`src/hw/rtl/kscl_pkg.sv`:
```
// Shared package for the keypad scan code lock.
// Key map codes, field widths, reset code and the decoded-key struct.
// No dependencies.
package kscl_pkg;

  localparam int unsigned CODE_LENGTH_DEF = 11;
  localparam int unsigned COLS_W          = 4;
  localparam int unsigned ROWS_W          = 4;
  localparam int unsigned MAP_W           = 16;
  localparam int unsigned POS_W           = 4;
  localparam int unsigned DIGIT_W         = 4;
  localparam int unsigned CODE_W          = 44;
  localparam int unsigned CODE_DIGITS     = CODE_W / DIGIT_W;
  localparam int unsigned NUM_DIGIT_KEYS  = 10;

  localparam logic [CODE_W-1:0] SECRET_CODE_RST = 44'd9895609910086;

  localparam logic [MAP_W-1:0] KEY_CLEAR = 16'd4096;
  localparam logic [MAP_W-1:0] KEY_BACK  = 16'd8192;
  localparam logic [MAP_W-1:0] KEY_CHECK = 16'd32768;

  // map value of each digit key, indexed by digit
  localparam logic [MAP_W-1:0] DIGIT_KEYS [NUM_DIGIT_KEYS] = '{
    16'd8, 16'd4, 16'd64, 16'd1024, 16'd2,
    16'd32, 16'd512, 16'd1, 16'd16, 16'd256
  };

  typedef struct packed {
    logic               digit;
    logic [DIGIT_W-1:0] value;
    logic               clear;
    logic               back;
    logic               check;
  } key_act_t;

endpackage

```
`src/hw/rtl/kscl_key_decode.sv`:
```
// Key map decoder for the keypad scan code lock.
// Maps an exact single-key map value to a key action; uses kscl_pkg.
module kscl_key_decode (
  input  logic [kscl_pkg::MAP_W-1:0] key_map,
  output kscl_pkg::key_act_t         act
);
  import kscl_pkg::*;

  always_comb begin
    act = '0;
    for (int unsigned i = 0; i < NUM_DIGIT_KEYS; i++) begin
      if (key_map == DIGIT_KEYS[i]) begin
        act.digit = 1'b1;
        act.value = DIGIT_W'(i);
      end
    end
    act.clear = (key_map == KEY_CLEAR);
    act.back  = (key_map == KEY_BACK);
    act.check = (key_map == KEY_CHECK);
  end

endmodule

```
`src/hw/rtl/keypad_scan_code_lock_top.sv`:
```
// Top level of the keypad scan code lock.
// Holds scan, key map and entry state plus the result register; uses kscl_pkg
// and kscl_key_decode.
//
// One beat on the in_ channel is one scan tick. Its result appears in the
// output register the cycle after acceptance, and a new tick is taken every
// cycle: in_ready is high whenever the output register is empty or is being
// drained in the same cycle, so throughput is one tick per clock while the
// output is drained. Key map update, row advance, key decode, entry update
// and the full code compare are all done combinationally in the accepting
// cycle. The secret code is written through the cfg_ channel (always ready)
// and resets to the default code; the entry digits reset to zero directly.
module keypad_scan_code_lock_top #(
  parameter int unsigned CODE_LENGTH = kscl_pkg::CODE_LENGTH_DEF
) (
  input  logic                          clk,
  input  logic                          rst_n,
  input  logic                          cfg_valid,
  output logic                          cfg_ready,
  input  logic [kscl_pkg::CODE_W-1:0]   cfg_secret_code,
  input  logic                          in_valid,
  output logic                          in_ready,
  input  logic [kscl_pkg::COLS_W-1:0]   in_column_levels,
  output logic                          out_valid,
  input  logic                          out_ready,
  output logic [kscl_pkg::ROWS_W-1:0]   out_row_levels,
  output logic                          out_lock_led,
  output logic [kscl_pkg::POS_W-1:0]    out_entry_position,
  output logic [kscl_pkg::MAP_W-1:0]    out_key_map
);
  import kscl_pkg::*;

  localparam int unsigned IDX_W = (CODE_LENGTH > 1) ? $clog2(CODE_LENGTH) : 1;
  localparam logic [POS_W-1:0] LAST_POS = POS_W'(CODE_LENGTH - 1);

  logic [CODE_W-1:0]  secret_code_r;
  logic [1:0]         scan_row_r, scan_row_nxt;
  logic [MAP_W-1:0]   map_r, map_nxt;
  logic               held_r, held_nxt;
  logic [POS_W-1:0]   pos_r, pos_nxt;
  logic [DIGIT_W-1:0] digits_r [CODE_LENGTH];
  logic [ROWS_W-1:0]  row_r, row_nxt;
  logic               led_r, led_nxt;
  logic               out_valid_r;
  logic [ROWS_W-1:0]  out_row_r;
  logic               out_led_r;
  logic [POS_W-1:0]   out_pos_r;
  logic [MAP_W-1:0]   out_map_r;

  key_act_t           act;
  logic               act_any;
  logic               in_fire;
  logic [CODE_LENGTH-1:0] digit_ok;
  logic               code_match;
  logic [POS_W-1:0]   back_pos;

  assign cfg_ready = 1'b1;
  assign in_ready  = !out_valid_r || out_ready;
  assign in_fire   = in_valid && in_ready;

  // key map with the scanned row replaced by the inverted column levels
  always_comb begin
    map_nxt = map_r;
    map_nxt[{scan_row_r, 2'b00} +: COLS_W] = ~in_column_levels;
  end

  assign scan_row_nxt = scan_row_r + 2'd1;
  assign row_nxt = (row_r | (ROWS_W'(1) << scan_row_r)) & ~(ROWS_W'(1) << scan_row_nxt);

  kscl_key_decode u_decode (
    .key_map (map_nxt),
    .act     (act)
  );

  generate
    for (genvar i = 0; i < CODE_LENGTH; i++) begin : g_cmp
      if (i < CODE_DIGITS) begin : g_code
        assign digit_ok[i] = (digits_r[i] == secret_code_r[i*DIGIT_W +: DIGIT_W]);
      end else begin : g_zero
        assign digit_ok[i] = (digits_r[i] == '0);
      end
    end
  endgenerate

  assign code_match = &digit_ok;
  assign act_any    = !held_r && (act.digit || act.clear || act.back || act.check);
  assign back_pos   = (pos_r == '0) ? LAST_POS : pos_r - POS_W'(1);

  always_comb begin
    pos_nxt = pos_r;
    led_nxt = led_r;
    if (!held_r) begin
      if (act.digit) begin
        pos_nxt = (pos_r == LAST_POS) ? '0 : pos_r + POS_W'(1);
      end else if (act.clear) begin
        pos_nxt = '0;
        led_nxt = 1'b0;
      end else if (act.back) begin
        pos_nxt = back_pos;
      end else if (act.check) begin
        led_nxt = code_match;
      end
    end
    held_nxt = (map_nxt == '0) ? 1'b0 : (held_r || act_any);
  end

  always_ff @(posedge clk) begin
    if (!rst_n) begin
      secret_code_r <= SECRET_CODE_RST;
    end else if (cfg_valid && cfg_ready) begin
      secret_code_r <= cfg_secret_code;
    end
  end

  always_ff @(posedge clk) begin
    if (!rst_n) begin
      scan_row_r <= '0;
      map_r      <= '0;
      held_r     <= 1'b0;
      pos_r      <= '0;
      row_r      <= '0;
      led_r      <= 1'b0;
    end else if (in_fire) begin
      scan_row_r <= scan_row_nxt;
      map_r      <= map_nxt;
      held_r     <= held_nxt;
      pos_r      <= pos_nxt;
      row_r      <= row_nxt;
      led_r      <= led_nxt;
    end
  end

  always_ff @(posedge clk) begin
    if (!rst_n) begin
      for (int unsigned i = 0; i < CODE_LENGTH; i++) begin
        digits_r[i] <= '0;
      end
    end else if (in_fire && !held_r) begin
      if (act.digit) begin
        digits_r[pos_r[IDX_W-1:0]] <= act.value;
      end else if (act.clear) begin
        for (int unsigned i = 0; i < CODE_LENGTH; i++) begin
          digits_r[i] <= '0;
        end
      end else if (act.back) begin
        digits_r[back_pos[IDX_W-1:0]] <= '0;
      end
    end
  end

  always_ff @(posedge clk) begin
    if (!rst_n) begin
      out_valid_r <= 1'b0;
    end else if (in_fire) begin
      out_valid_r <= 1'b1;
    end else if (out_ready) begin
      out_valid_r <= 1'b0;
    end
  end

  always_ff @(posedge clk) begin
    if (in_fire) begin
      out_row_r <= row_nxt;
      out_led_r <= led_nxt;
      out_pos_r <= pos_nxt;
      out_map_r <= map_nxt;
    end
  end

  assign out_valid          = out_valid_r;
  assign out_row_levels     = out_row_r;
  assign out_lock_led       = out_led_r;
  assign out_entry_position = out_pos_r;
  assign out_key_map        = out_map_r;

`ifndef SYNTHESIS
  a_pos_range: assert property (@(posedge clk) disable iff (!rst_n)
    pos_r <= LAST_POS)
    else $error("entry position out of range");

  a_scan_row_low: assert property (@(posedge clk) disable iff (!rst_n)
    in_fire |=> row_r[scan_row_r] == 1'b0)
    else $error("next scanned row must be driven low after a tick");

  a_clear_effect: assert property (@(posedge clk) disable iff (!rst_n)
    in_fire && !held_r && act.clear |=> pos_r == '0 && !led_r && held_r)
    else $error("clear key did not reset entry");

  a_out_matches_state: assert property (@(posedge clk) disable iff (!rst_n)
    in_fire |=> out_valid_r && out_pos_r == pos_r && out_map_r == map_r)
    else $error("result beat does not match state");
`endif

endmodule
```
`config.mk`:
```
export PLATFORM = sky130hd
export DESIGN_NAME = keypad_scan_code_lock_top
export DESIGN_NICKNAME = d
export VERILOG_FILES = /design/src/hw/rtl/kscl_pkg.sv /design/src/hw/rtl/kscl_key_decode.sv /design/src/hw/rtl/keypad_scan_code_lock_top.sv
export SDC_FILE = /design/constraint.sdc
export NUM_CORES = 1
export LEC_CHECK = 0
export BUFFER_PORTS_ARGS = -buffer_cell sky130_fd_sc_hd__buf_2
export CAP_MARGIN = 10
export CORE_MARGIN = 2
export CORE_UTILIZATION = 40
export CTS_BUF_LIST = sky130_fd_sc_hd__clkbuf_8
export DETAILED_ROUTE_END_ITERATION = 16
export PLACE_DENSITY = 0.68
export RECOVER_POWER = 50
export SYNTH_ARGS = -nofsm -noshare
export SYNTH_HDL_FRONTEND = slang
export SYNTH_HIERARCHICAL = 1
export SYNTH_SLANG_ARGS = --single-unit
export TNS_END_PERCENT = 5
```
`constraint.sdc`:
```
create_clock -name clk -period 12.7 [get_ports clk]
set_input_delay 3.175 -clock clk [delete_from_list [all_inputs] [get_ports clk]]
set_output_delay 3.175 -clock clk [all_outputs]
set_load 0.02 [all_outputs]
```
==> results.ini <==
[floorplan]
dieArea_um2 = 17910
fp.coreArea_um2 = 16520
initial_core_util_pct = 40.79
row_count = 47
io_pins = 81
die_h_um = 133.8
die-width_um = 133.8

[route]
wire_per_inst_um = 16.04
drt-initial-drc-count = 343
drc = 0
vias = 4882
drt-vias-per-instance = 5.107
routed_wirelength_um = 15330
dr.pass1.iters = 5
detail-route-antenna-nets = 0

[pwr]
ir_worst_vdd_uv = 119.6
power_leakage_nw = 2.848
power.density_nw_per_um2 = 144.5
power_mw = 1.116

[clocking]
clock_latency_ns = 0.45
root_buffer = clkbuf_8
cts.repair.resized = 0
cts_tree = done
post_cts_buffers = 0
clock_path_buffers = 2
cts_buffers = 17
cts_hold_buf = 0
path_clk_slew_ns = 0.07
h-tree-depth = 4
clock_sinks = 142

[synth]
seq_area_frac_synth_pct = 52.42
yosys_most_used_dff = dfxtp_1
async_flop_share_pct = 0
synth_cells = 654
yosysTopAreaCellShare_pct = 30.74
ys_ff_latch = 142
synthDistinctLibCells = 64
synth_edf_count = 69
syn_avg_cell_area_um2 = 10.31
yosys-top-cells-area = edfxtp_1 (31%), dfxtp_1 (22%), mux2i_1 (6.8%), nor2_1 (6.5%), xnor2_1 (6.1%)
netlist_area_um2 = 6740
ys.warnings.count = 6
synth_top_area_cell = edfxtp_1
synth_fp_nets = 719

[global_routing]
grt_pass1_vias = 4684
track_usage_pct = 17.62
grt_pass1_wl_um = 24320
grt_max_degree = 62
grt_antenna_before_repair = 0
gr-total-overflow = 0

[timing]
finalMaxSlewViolations = 188
tightest_slew_ns = 3.058
tns_ns = 0
timing.fmax_ghz = 0.1443
grt_setup_unrepaired = false
period_share_pct = 54.58
skew_ns = 0.01165
slew_headroom_pct = -103.9
finalHoldViolations = 0
setup_violations = 0
fin_crit_ns = 6.931

[hold_path]
hold_class = flop to flop

[place]
place.gp.congestion = 0.8957
port_buffers = 79
post-dp-hpwl_um = 10640

[finish]
area_growth_pct = 14.65
n_antenna_cell = 0
nets = 788
drive_gt1_share_pct = 13.59
final_cell_mix = nor2_1 (117), dfxtp_1 (73), edfxtp_1 (69)
layout_commonest_cell = nor2_1

[critical_path]
crit_required_ns = 12.84
max_stage_delay_ns = 0.93
worst-path-buf-inv = 2
worstSetupEndpointType = flop
crit_family = simple AND/OR/NAND/NOR gates
worstSetupPathType = primary input to flop
crit_arrival_ns = 7.07
critPathMaxFanout = 9
crit_chain = clkbuf_1 -> a2bb2oi_1 -> inv_1 -> nor4_2 -> nand4b_1 -> nor4b_1 -> nor3b_2 -> and4_2 -> mux2i_1 -> o21ai_1 -> nand2_1
slowest_stage = nor4b_1
worst_setup_path_start_kind = primary input

[run]
drv_cap = 4

[outcome]
failed_checks = max-capacitance violations, max-slew violations
outcome = finished with violations

## routing by layer
| layer | global-route usage, % | share of wire, % | vias up |
|---|---|---|---|
| li1 | - | - | 2460 |
| met1 | 22.99 | 45 | 2264 |
| met2 | 28.26 | 48 | 140 |
| met3 | 4.573 | 5.4 | 18 |
| met4 | 6.619 | 1.7 | 0 |
| met5 | 0 | 0 | - |
## flip-flops by register name (all words and copies together) (netlist names)
| name | count |
|---|---|
| held_r | 1 |
| pos_r | 4 |
| secret_code_r | 44 |
| out_entry_position | 4 |
| led_r | 1 |
| out_valid | 1 |
| digits_r | 44 |
| map_r | 16 |
| scan_row_r | 2 |
| out_lock_led | 1 |
| out_row_levels | 4 |
| out_key_map | 16 |
| row_r | 4 |
## power by group
part / internal (mW) / switching (mW) / leakage (nW)
registers: 0.510 / 0.0203 / 1.31
logic: 0.0621 / 0.106 / 1.31
clock network: 0.240 / 0.178 / 0.231
total: 0.812 / 0.304 / 2.85
## kinds of logic after synthesis
family / after synthesis / share of synthesized area [%]
simple gates: 239 / 17.28
flops: 142 / 52.42
compound gates: 98 / 10.54
buf+inv: 62 / 3.546
xor+xnor: 52 / 6.757
mux: 48 / 7.165
fa+ha+maj: 12 / 2.228
other cells: 1 / 0.05564
## worst register-to-register path: cells and delay by family, from the launching register on
| kind | cells | cell delay [ns] |
|---|---|---|
| simple gates | 7 | 2.16 |
| buf+inv | 1 | 0.21 |
| flops | 1 | 0.55 |
| fa+ha+maj | 1 | 0.31 |
| compound gates | 5 | 2.01 |
## final cells by class
type,count,area (µm²)
timing repair buffer,84,382.9
inverter,28,105.1
clock buffer,18,247.7
sequential,142,3533
tap,220,275.3
clock inverter,14,215.2
fill,1549,8797
multi-input combinational,450,2968
## stage by stage
| step | cells | hold slack (ns) | util [%] | worst slack, ns | instance area (µm²) |
|---|---|---|---|---|---|
| after floorplan | 654 | 0.4338 | - | 5.916 | 6740 |
| after global placement | 924 | 0.4406 | 44.26 | 5.538 | 7315 |
| after detailed placement | 924 | 0.4462 | 44.26 | 5.405 | 7315 |
| after CTS | 956 | 0.4570 | 47.07 | 5.758 | 7777 |
| after global routing | 956 | 0.4857 | 46.76 | 5.266 | 7727 |
| final | 956 | 0.4520 | 46.76 | 5.769 | 7727 |
## synthesized netlist by cell type (all sizes together) (3+ instances only)
| cell | instances |
|---|---|
| mux2i | 46 |
| dfxtp | 73 |
| a31oi | 3 |
| o32ai | 3 |
| o211ai | 3 |
| nor4b | 6 |
| nor3b | 5 |
| nor3 | 6 |
| a211oi | 18 |
| buf | 7 |
| o21ai | 22 |
| nor2 | 117 |
| a2bb2oi | 3 |
| nand4 | 15 |
| inv | 28 |
| nor4 | 12 |
| nand3 | 7 |
| o22ai | 13 |
| xor2 | 5 |
| xnor2 | 47 |
| ha | 12 |
| a21oi | 15 |
| clkbuf | 27 |
| nand2b | 3 |
| nand2 | 50 |
| edfxtp | 69 |
## path summary, 6_finish.rpt
check | start | cells after the start | to | slack (ns)
setup / recovery | in_column_levels[1] | 11 | digits_r[8][2]$_SDFFCE_PN0P_ | 5.77
hold / removal | row_r[3]$_SDFFE_PN0N_ | 2 | row_r[3]$_SDFFE_PN0N_ | 0.45
setup reg to reg | scan_row_r[0]$_SDFFE_PN0N_ | 14 | digits_r[5][1]$_SDFFCE_PN0P_ | 7.17
hold reg to reg | row_r[3]$_SDFFE_PN0N_ | 2 | row_r[3]$_SDFFE_PN0N_ | 0.45
(Power assumes the default switching activity.)
